===== config.mk =====
export PLATFORM = sky130hd
export DESIGN_NAME = four_band_biquad_equalizer_core
export DESIGN_NICKNAME = d
export VERILOG_FILES = /design/src/sv/beq_pkg.sv /design/src/sv/beq_regs.sv /design/src/sv/beq_mac.sv /design/src/sv/beq_ctrl.sv /design/src/sv/four_band_biquad_equalizer_core.sv
export VERILOG_INCLUDE_DIRS = /design/src /design/src/sv
export SDC_FILE = /design/constraint.sdc
export NUM_CORES = 2
export LEC_CHECK = 0
export ABC_AREA = 1
export BUFFER_PORTS_ARGS = -buffer_cell sky130_fd_sc_hd__clkbuf_2
export CELL_PAD_IN_SITES_DETAIL_PLACEMENT = 1
export CELL_PAD_IN_SITES_GLOBAL_PLACEMENT = 1
export CORE_MARGIN = 10
export CORE_UTILIZATION = 40
export CTS_CLUSTER_SIZE = 16
export DETAILED_ROUTE_END_ITERATION = 8
export GPL_ROUTABILITY_DRIVEN = 0
export PLACE_DENSITY = 0.74
export REMOVE_ABC_BUFFERS = 1
export SYNTH_ARGS = -nofsm -noshare
export SYNTH_HDL_FRONTEND = slang
export SYNTH_SLANG_ARGS = --single-unit
export TNS_END_PERCENT = 50

===== constraint.sdc =====
create_clock -name clk -period 9.58 [get_ports clk]
set_input_delay 0.958 -clock clk [delete_from_list [all_inputs] [get_ports clk]]
set_output_delay 0.958 -clock clk [all_outputs]
set_load 0.03 [all_outputs]

===== src/sv/assert_macros.svh =====
// Assertion macros shared by the equalizer RTL files.
// No dependencies; included by each module that carries assertions.
`ifndef ASSERT_MACROS_SVH
`define ASSERT_MACROS_SVH

// The property must hold at every rising edge while reset is low.
`define ASSERT_AT(lbl, clk_s, rst_s, prop, msg) \
  lbl: assert property (@(posedge clk_s) disable iff (rst_s) (prop)) else $error(msg);

// The condition must never be true at a rising edge while reset is low.
`define ASSERT_NEVER(lbl, clk_s, rst_s, cond, msg) \
  lbl: assert property (@(posedge clk_s) disable iff (rst_s) !(cond)) else $error(msg);

`endif


===== src/sv/beq_pkg.sv =====
// Shared types and codes for the cascaded biquad equalizer.
// No dependencies; imported by every module of the block.
package beq_pkg;

  localparam int NCOEF   = 5;
  localparam int BAND_FW = 2;
  localparam int SEL_FW  = 3;

  localparam logic OP_FILTER = 1'b0;
  localparam logic OP_COEF   = 1'b1;

  // Coefficient selects; the same codes number the taps of one section.
  localparam logic [SEL_FW-1:0] SEL_B0 = 3'd0;
  localparam logic [SEL_FW-1:0] SEL_B1 = 3'd1;
  localparam logic [SEL_FW-1:0] SEL_B2 = 3'd2;
  localparam logic [SEL_FW-1:0] SEL_A1 = 3'd3;
  localparam logic [SEL_FW-1:0] SEL_A2 = 3'd4;

  typedef enum logic [2:0] {
    ST_IDLE,
    ST_TAP,
    ST_DRAIN,
    ST_ROUND,
    ST_DONE
  } seq_state_t;

  typedef struct packed {
    logic              start;
    logic              mul_en;
    logic [SEL_FW-1:0] tap;
    logic              rnd_en;
  } mac_ctrl_t;

  typedef struct packed {
    logic              shift_en;
    logic [SEL_FW-1:0] tap;
  } reg_ctrl_t;

endpackage


===== src/sv/beq_regs.sv =====
// Coefficient store and per-band input/output history of the equalizer.
// Depends on beq_pkg for field widths, select codes and the control struct.
module beq_regs import beq_pkg::*; #(
  parameter int BANDS = 4,
  parameter int SAMPLE_WIDTH = 24,
  parameter int COEF_WIDTH = 32,
  localparam int BAND_IW = (BANDS > 1) ? $clog2(BANDS) : 1
) (
  input  logic                    clk,
  input  logic                    rst,
  input  reg_ctrl_t               ctrl,
  input  logic [BAND_IW-1:0]      band_idx,
  input  logic [SAMPLE_WIDTH-1:0] x_cur,
  input  logic [SAMPLE_WIDTH-1:0] y_new,
  input  logic                    wr_en,
  input  logic [BAND_FW-1:0]      wr_band,
  input  logic [SEL_FW-1:0]       wr_sel,
  input  logic [COEF_WIDTH-1:0]   wr_value,
  output logic [COEF_WIDTH-1:0]   coef_rd,
  output logic [SAMPLE_WIDTH-1:0] oper_rd
);

  localparam int F = COEF_WIDTH - 4;
  localparam logic [COEF_WIDTH-1:0] UNITY = {{(COEF_WIDTH-1){1'b0}}, 1'b1} << F;

  logic [COEF_WIDTH-1:0]   coef [BANDS][NCOEF];
  logic [SAMPLE_WIDTH-1:0] x1 [BANDS];
  logic [SAMPLE_WIDTH-1:0] x2 [BANDS];
  logic [SAMPLE_WIDTH-1:0] y1 [BANDS];
  logic [SAMPLE_WIDTH-1:0] y2 [BANDS];

  logic               wr_ok;
  logic [BAND_IW-1:0] wr_idx;

  // Writes to a band beyond the configured count or to an unused select are dropped.
  assign wr_ok  = wr_en && (int'(wr_band) < BANDS) && (int'(wr_sel) < NCOEF);
  assign wr_idx = BAND_IW'(wr_band);

  always_ff @(posedge clk) begin
    if (rst) begin
      for (int b = 0; b < BANDS; b++) begin
        for (int k = 0; k < NCOEF; k++) begin
          coef[b][k] <= (k == 0) ? UNITY : '0;
        end
        x1[b] <= '0;
        x2[b] <= '0;
        y1[b] <= '0;
        y2[b] <= '0;
      end
    end else if (wr_ok) begin
      coef[wr_idx][wr_sel] <= wr_value;
      x1[wr_idx] <= '0;
      x2[wr_idx] <= '0;
      y1[wr_idx] <= '0;
      y2[wr_idx] <= '0;
    end else if (ctrl.shift_en) begin
      x2[band_idx] <= x1[band_idx];
      x1[band_idx] <= x_cur;
      y2[band_idx] <= y1[band_idx];
      y1[band_idx] <= y_new;
    end
  end

  always_comb begin
    coef_rd = coef[band_idx][ctrl.tap];
    case (ctrl.tap)
      SEL_B0:  oper_rd = x_cur;
      SEL_B1:  oper_rd = x1[band_idx];
      SEL_B2:  oper_rd = x2[band_idx];
      SEL_A1:  oper_rd = y1[band_idx];
      SEL_A2:  oper_rd = y2[band_idx];
      default: oper_rd = '0;
    endcase
  end

endmodule


===== src/sv/beq_mac.sv =====
// Shared multiply-accumulate unit with round-half-up and saturation.
// Depends on beq_pkg for the control struct and tap codes.
`include "assert_macros.svh"
module beq_mac import beq_pkg::*; #(
  parameter int SAMPLE_WIDTH = 24,
  parameter int COEF_WIDTH = 32
) (
  input  logic                    clk,
  input  logic                    rst,
  input  mac_ctrl_t               ctrl,
  input  logic [SAMPLE_WIDTH-1:0] sample_in,
  input  logic [COEF_WIDTH-1:0]   coef_rd,
  input  logic [SAMPLE_WIDTH-1:0] oper_rd,
  output logic [SAMPLE_WIDTH-1:0] y_new,
  output logic [SAMPLE_WIDTH-1:0] x_cur,
  output logic                    clip
);

  localparam int PW = COEF_WIDTH + SAMPLE_WIDTH;
  localparam int AW = PW + 3;
  localparam int F  = COEF_WIDTH - 4;
  localparam int QW = AW - F;
  localparam logic signed [AW-1:0] ROUND_HALF = {{(AW-1){1'b0}}, 1'b1} << (F - 1);
  localparam logic [SAMPLE_WIDTH-1:0] MAXV = {1'b0, {(SAMPLE_WIDTH-1){1'b1}}};
  localparam logic [SAMPLE_WIDTH-1:0] MINV = {1'b1, {(SAMPLE_WIDTH-1){1'b0}}};

  logic signed [PW-1:0] prod;
  logic                 p_valid;
  logic                 p_first;
  logic                 p_neg;
  logic signed [AW-1:0] acc;
  logic signed [AW-1:0] acc_next;
  logic signed [AW-1:0] addend;
  logic signed [AW-1:0] base;
  logic signed [AW-1:0] rnd;
  logic [QW-1:0]        q;
  logic                 in_range;

  always_ff @(posedge clk) begin
    if (rst) begin
      p_valid <= 1'b0;
      clip    <= 1'b0;
    end else begin
      p_valid <= ctrl.mul_en;
      if (ctrl.start) begin
        clip <= 1'b0;
      end else if (ctrl.rnd_en) begin
        clip <= clip | ~in_range;
      end
    end
  end

  always_ff @(posedge clk) begin
    if (ctrl.mul_en) begin
      prod    <= $signed(coef_rd) * $signed(oper_rd);
      p_first <= (ctrl.tap == SEL_B0);
      p_neg   <= (ctrl.tap == SEL_A1) || (ctrl.tap == SEL_A2);
    end
    if (p_valid) begin
      acc <= acc_next;
    end
    if (ctrl.start) begin
      x_cur <= sample_in;
    end else if (ctrl.rnd_en) begin
      x_cur <= y_new;
    end
  end

  // The feedback taps enter with a minus sign; the first tap restarts the sum.
  always_comb begin
    addend   = AW'(prod);
    base     = p_first ? '0 : acc;
    acc_next = p_neg ? (base - addend) : (base + addend);
  end

  always_comb begin
    rnd      = acc + ROUND_HALF;
    q        = rnd[AW-1:F];
    in_range = (&q[QW-1:SAMPLE_WIDTH-1]) | ~(|q[QW-1:SAMPLE_WIDTH-1]);
    y_new    = in_range ? q[SAMPLE_WIDTH-1:0] : (q[QW-1] ? MINV : MAXV);
  end

  `ASSERT_NEVER(a_round_after_drain, clk, rst, ctrl.rnd_en && p_valid, "rounding with a product in flight")
  `ASSERT_NEVER(a_start_quiet, clk, rst, ctrl.start && (p_valid || ctrl.mul_en), "sample start while busy")

endmodule


===== src/sv/beq_ctrl.sv =====
// Sequencer that walks taps and bands through the shared multiply-accumulate unit.
// Depends on beq_pkg for the state type, codes and control structs.
`include "assert_macros.svh"
module beq_ctrl import beq_pkg::*; #(
  parameter int BANDS = 4,
  localparam int BAND_IW = (BANDS > 1) ? $clog2(BANDS) : 1
) (
  input  logic               clk,
  input  logic               rst,
  input  logic               in_valid,
  input  logic               in_op,
  input  logic               out_free,
  output logic               in_ready,
  output mac_ctrl_t          mac_ctrl,
  output reg_ctrl_t          reg_ctrl,
  output logic [BAND_IW-1:0] band_idx,
  output logic               out_load
);

  localparam logic [BAND_IW-1:0] LAST_BAND = BAND_IW'(BANDS - 1);
  localparam logic [SEL_FW-1:0]  LAST_TAP  = SEL_A2;

  seq_state_t         state, state_next;
  logic [SEL_FW-1:0]  tap_cnt, tap_cnt_next;
  logic [BAND_IW-1:0] band_cnt, band_cnt_next;

  assign band_idx = band_cnt;

  always_ff @(posedge clk) begin
    if (rst) begin
      state    <= ST_IDLE;
      tap_cnt  <= SEL_B0;
      band_cnt <= '0;
    end else begin
      state    <= state_next;
      tap_cnt  <= tap_cnt_next;
      band_cnt <= band_cnt_next;
    end
  end

  always_comb begin
    state_next    = state;
    tap_cnt_next  = tap_cnt;
    band_cnt_next = band_cnt;
    in_ready      = 1'b0;
    out_load      = 1'b0;
    mac_ctrl      = '0;
    reg_ctrl      = '0;
    mac_ctrl.tap  = tap_cnt;
    reg_ctrl.tap  = tap_cnt;
    case (state)
      ST_IDLE: begin
        in_ready = 1'b1;
        if (in_valid && (in_op == OP_FILTER)) begin
          mac_ctrl.start = 1'b1;
          tap_cnt_next   = SEL_B0;
          band_cnt_next  = '0;
          state_next     = ST_TAP;
        end
      end
      ST_TAP: begin
        mac_ctrl.mul_en = 1'b1;
        if (tap_cnt == LAST_TAP) begin
          tap_cnt_next = SEL_B0;
          state_next   = ST_DRAIN;
        end else begin
          tap_cnt_next = tap_cnt + 1'b1;
        end
      end
      ST_DRAIN: begin
        state_next = ST_ROUND;
      end
      ST_ROUND: begin
        mac_ctrl.rnd_en   = 1'b1;
        reg_ctrl.shift_en = 1'b1;
        if (band_cnt == LAST_BAND) begin
          state_next = ST_DONE;
        end else begin
          band_cnt_next = band_cnt + 1'b1;
          state_next    = ST_TAP;
        end
      end
      ST_DONE: begin
        if (out_free) begin
          out_load   = 1'b1;
          state_next = ST_IDLE;
        end
      end
      default: begin
        state_next = ST_IDLE;
      end
    endcase
  end

  `ASSERT_AT(a_tap_range, clk, rst, (state == ST_TAP) |-> (tap_cnt <= LAST_TAP), "tap count out of range")
  `ASSERT_AT(a_band_range, clk, rst, (state != ST_IDLE) |-> (band_cnt <= LAST_BAND), "band count out of range")

endmodule


===== src/sv/four_band_biquad_equalizer_core.sv =====
// Top level of the cascaded biquad equalizer: stream ports and output register.
// Depends on beq_pkg, beq_ctrl, beq_regs and beq_mac.
//
//   channel   role    tdata (low bit up)                                tuser
//   s_axis    input   sample_in, band, coef_select, coef_value, zeros   operation
//   m_axis    output  sample_out, zeros                                 clipped
//
// In a filter beat one shared multiplier runs the five taps of each band, then
// the band passes through a drain state and a round state.
// A coefficient beat is taken while the sequencer is idle and clears that band's history.
// Synchronous reset sets every band to unity gain with zero history.
// A finished sample waits in the sequencer while the output register is full.
`include "assert_macros.svh"
module four_band_biquad_equalizer_core import beq_pkg::*; #(
  parameter int BANDS = 4,
  parameter int SAMPLE_WIDTH = 24,
  parameter int COEF_WIDTH = 32,
  localparam int IN_W = SAMPLE_WIDTH + BAND_FW + SEL_FW + COEF_WIDTH,
  localparam int IN_TW = ((IN_W + 7) / 8) * 8,
  localparam int OUT_TW = ((SAMPLE_WIDTH + 7) / 8) * 8
) (
  input  logic              clk,
  input  logic              rst,
  input  logic              s_axis_tvalid,
  output logic              s_axis_tready,
  // sample_in, band, coef_select, coef_value, zero fill
  input  logic [IN_TW-1:0]  s_axis_tdata,
  // operation
  input  logic              s_axis_tuser,
  output logic              m_axis_tvalid,
  input  logic              m_axis_tready,
  // sample_out, zero fill
  output logic [OUT_TW-1:0] m_axis_tdata,
  // clipped
  output logic              m_axis_tuser
);

  localparam int BAND_LSB = SAMPLE_WIDTH;
  localparam int SEL_LSB  = BAND_LSB + BAND_FW;
  localparam int VAL_LSB  = SEL_LSB + SEL_FW;
  localparam int BAND_IW  = (BANDS > 1) ? $clog2(BANDS) : 1;

  mac_ctrl_t               mac_ctrl;
  reg_ctrl_t               reg_ctrl;
  logic [BAND_IW-1:0]      band_idx;
  logic                    out_load;
  logic                    out_free;
  logic                    wr_en;
  logic [COEF_WIDTH-1:0]   coef_rd;
  logic [SAMPLE_WIDTH-1:0] oper_rd;
  logic [SAMPLE_WIDTH-1:0] y_new;
  logic [SAMPLE_WIDTH-1:0] x_cur;
  logic                    clip;

  assign out_free = !m_axis_tvalid || m_axis_tready;
  assign wr_en    = s_axis_tvalid && s_axis_tready && (s_axis_tuser == OP_COEF);

  beq_ctrl #(
    .BANDS(BANDS)
  ) u_ctrl (
    .clk      (clk),
    .rst      (rst),
    .in_valid (s_axis_tvalid),
    .in_op    (s_axis_tuser),
    .out_free (out_free),
    .in_ready (s_axis_tready),
    .mac_ctrl (mac_ctrl),
    .reg_ctrl (reg_ctrl),
    .band_idx (band_idx),
    .out_load (out_load)
  );

  beq_regs #(
    .BANDS(BANDS),
    .SAMPLE_WIDTH(SAMPLE_WIDTH),
    .COEF_WIDTH(COEF_WIDTH)
  ) u_regs (
    .clk      (clk),
    .rst      (rst),
    .ctrl     (reg_ctrl),
    .band_idx (band_idx),
    .x_cur    (x_cur),
    .y_new    (y_new),
    .wr_en    (wr_en),
    .wr_band  (s_axis_tdata[SEL_LSB-1:BAND_LSB]),
    .wr_sel   (s_axis_tdata[VAL_LSB-1:SEL_LSB]),
    .wr_value (s_axis_tdata[VAL_LSB+COEF_WIDTH-1:VAL_LSB]),
    .coef_rd  (coef_rd),
    .oper_rd  (oper_rd)
  );

  beq_mac #(
    .SAMPLE_WIDTH(SAMPLE_WIDTH),
    .COEF_WIDTH(COEF_WIDTH)
  ) u_mac (
    .clk       (clk),
    .rst       (rst),
    .ctrl      (mac_ctrl),
    .sample_in (s_axis_tdata[SAMPLE_WIDTH-1:0]),
    .coef_rd   (coef_rd),
    .oper_rd   (oper_rd),
    .y_new     (y_new),
    .x_cur     (x_cur),
    .clip      (clip)
  );

  always_ff @(posedge clk) begin
    if (rst) begin
      m_axis_tvalid <= 1'b0;
    end else if (out_load) begin
      m_axis_tvalid <= 1'b1;
    end else if (m_axis_tready) begin
      m_axis_tvalid <= 1'b0;
    end
  end

  always_ff @(posedge clk) begin
    if (out_load) begin
      m_axis_tdata <= OUT_TW'(x_cur);
      m_axis_tuser <= clip;
    end
  end

  `ASSERT_NEVER(a_no_overwrite, clk, rst, out_load && m_axis_tvalid && !m_axis_tready, "output beat overwritten")
  `ASSERT_NEVER(a_busy_not_ready, clk, rst, s_axis_tready && (mac_ctrl.mul_en || mac_ctrl.rnd_en), "ready while filtering")

endmodule

==> flow_metrics.py <==
metrics = {
    "setup_path": {
        "endpoint_kind": "flop",
        "worst_r2r_endpoint": "u_mac.prod[54]",
        "max_stage_delay_ns": 0.70,
        "crit_fanout": 32,
        "reg2reg_depth": 30,
        "critical_path_class": "flop to flop",
        "required_ns": 10.11,
        "ff2ff_setup_slack_ns": 0.34,
        "crit_end": "u_mac.prod[54]",
        "arrival_ns": 9.78,
        "startpoint_type": "flop",
        "critPathSlowestCell": "fa_1",
        "cp_common_cell": "fa_1",
    },
    "clock_network": {
        "cts_max_path_buffers": 3,
        "cts_buffers": 133,
        "postCtsHoldBufs": 0,
        "cts-root-buf": "clkbuf_16",
        "htree_levels": 4,
        "cts.reportedPaths.clkPinSlew_ns": 0.06,
        "cts_sinks": 1203,
        "cts_tree": "built",
        "clock_latency_ns": 0.82,
    },
    "final_layout": {
        "final_common_cell": "nand2_1",
        "drive_above_1_share_pct": 7.257,
        "syn_to_final_growth_pct": 9.836,
        "nets": 10440,
        "final_area_sq_mm": 0.09452,
        "most-common-layout-cells": "nand2_1 (1,885), nor2_1 (1,781), inv_1 (1,342), edfxtp_1 (1,190), fa_1 (785)",
    },
    "sta": {
        "post-route-period-util_pct": 96.47,
        "fin_crit_ns": 9.242,
        "tightest_slew_ns": 1.390,
        "final_max_slew_viol_count": 0,
        "finalHoldViolations": 0,
        "slew_headroom_pct": 7.323,
        "max_freq_ghz": 0.1082,
        "setup_slack_ns": 0.3379,
        "hold_slack_ns": 0.4385,
        "fin_skew_ns": 0.06184,
        "setup_viol": 0,
    },
    "synthesis": {
        "syn_avg_cell_area_sq_um": 9.164,
        "ys_seq_area_share_pct": 41.83,
        "synth_cells": 9391,
        "syn_area_sq_mm": 0.08606,
        "synth_edf_count": 1190,
        "synthDistinctLibCells": 58,
        "synthFlopType": "edfxtp_1",
        "yosys_warnings": 0,
        "synth_seq_cells": 1203,
        "postSynth.asyncResetShare_pct": 0,
    },
    "floorplan": {
        "die_w_um": 483.8,
        "io_pins": 96,
        "rows": 170,
        "start_util_pct": 40.14,
        "dieArea_sq_mm": 0.2341,
        "die_h_um": 483.8,
        "core-area_sq_mm": 0.2144,
    },
    "flow_run": {
        "cap_violations": 0,
    },
    "global_routing": {
        "grt_overflow": 0,
        "grt_pass1_vias": 74030,
        "grt.total_usage_pct": 24.56,
        "antenna_found_initial": 4,
        "grt_pass1_wl_um": 446200,
        "grt_max_degree": 101,
    },
    "drt": {
        "ant_nets": 0,
        "routed_wl_um": 294800,
        "wl_per_cell_um": 23.93,
        "drc": 0,
        "drt_iter0_drc": 5160,
        "firstDrtPassIters": 5,
        "vias_per_cell": 5.479,
        "vias": 67500,
    },
    "place": {
        "dpl.hpwl_um": 213400,
        "post-place-ws_ns": 0.3126,
        "numPortBuffers": 92,
        "placedInstanceArea_sq_mm": 0.09004,
    },
    "run_status": {
        "status": "finished, final reports clean",
    },
    "worst_hold_path": {
        "min_path_type": "flop to flop",
    },
}
## cell usage after synthesis, drive strengths merged (34+ instances only)
library cell	n	area share, %
nand4	36	0.26
inv	1383	6.0
a32o	117	1.4
o21ai	253	1.5
a21oi	455	2.6
buf	278	1.8
fa	785	18
nand2	1947	8.7
xor2	146	1.5
clkbuf	213	0.94
o22ai	34	0.25
xnor2	34	0.35
ha	215	3.1
nand3	187	1.1
nor2	1795	7.9
nor3	72	0.47
edfxtp	1190	42
## flip-flops by register name, summed over array words and instances (netlist names), named ones only
signal and count:
u_ctrl.tap_cnt 3, u_mac.p_neg 1, m_axis_tvalid 1, u_mac.prod 56
u_regs.x2 96, u_mac.clip 1, u_mac.p_valid 1, u_regs.y1 96
u_ctrl.band_idx 2, m_axis_tdata 24, u_regs.y2 96, u_ctrl.state 3
u_mac.x_cur 24, u_mac.acc 59, u_mac.p_first 1, m_axis_tuser 1
u_regs.coef 640, u_regs.x1 96
## layout make-up
cell class	instances	area, sq um
fillers	24630	119900
diodes	2	5.005
clock buffers	168	3555
inverters	1384	5234
well taps	2838	3551
repair buffers	340	2659
multi-input cells	6313	42670
clock inverters	73	839.6
flip-flops and latches	1203	36010
## what timing repair did
item / CTS / global route
setup endpoints to repair: 0 / 14
resized for setup: 0 / 10
buffers inserted: 0 / 4
## worst min-delay path by stage
stage,from,to,slack [ns],cells after the start
floorplan,u_mac.clip,m_axis_tuser,0.41,0
global placement,u_mac.clip,m_axis_tuser,0.42,0
detailed placement,u_mac.clip,m_axis_tuser,0.43,0
CTS,s_axis_tdata[11],u_mac.x_cur[11],0.41,3
global route,u_mac.clip,m_axis_tuser,0.45,0
finish,u_mac.clip,m_axis_tuser,0.44,0
## cell families after synthesis
logic type	after synthesis	share of synthesized area, %
AOI/OAI and AO/OA	1054	7.531
xor gates and xnor gates	180	1.832
adders and majority gates	1000	21.39
buffers and inverters	1875	8.744
DFF	1203	41.83
and+or+nand+nor	4079	18.68
## per-stage QoR
| step | TNS (ns) | instances | utilization, % |
|---|---|---|---|
| final | 0 | 12320 | 44.08 |
| after global placement | 0 | 12070 | 42.00 |
| after floorplan | -3267.03 | 8900 | - |
| after detailed placement | 0 | 12070 | 42.00 |
| after CTS | 0 | 12320 | 44.04 |
| after global routing | -0.005215 | 12320 | 44.08 |
## worst max-delay path: cells and delay by family, from the launching register on
family | cells | cell delay (ns)
XOR/XNOR | 1 | 0.08
AND/OR/NAND/NOR | 7 | 1.37
AO/OA/AOI/OAI | 4 | 0.59
flip-flops | 1 | 0.56
adder cells (fa/ha/maj) | 8 | 4.39
buffers and inverters | 10 | 1.84
## per-layer routing
layer,vias up,global-route usage (%),part of all wire (%)
met3,641,3.338,5.7
met2,2175,42.68,49
met1,34870,30.16,40
met5,-,0,0
met4,0,11.55,5.1
li1,29820,-,-
Power is not shown: default switching activity piles up to over one toggle a cycle in this logic, so the estimate is an artifact.
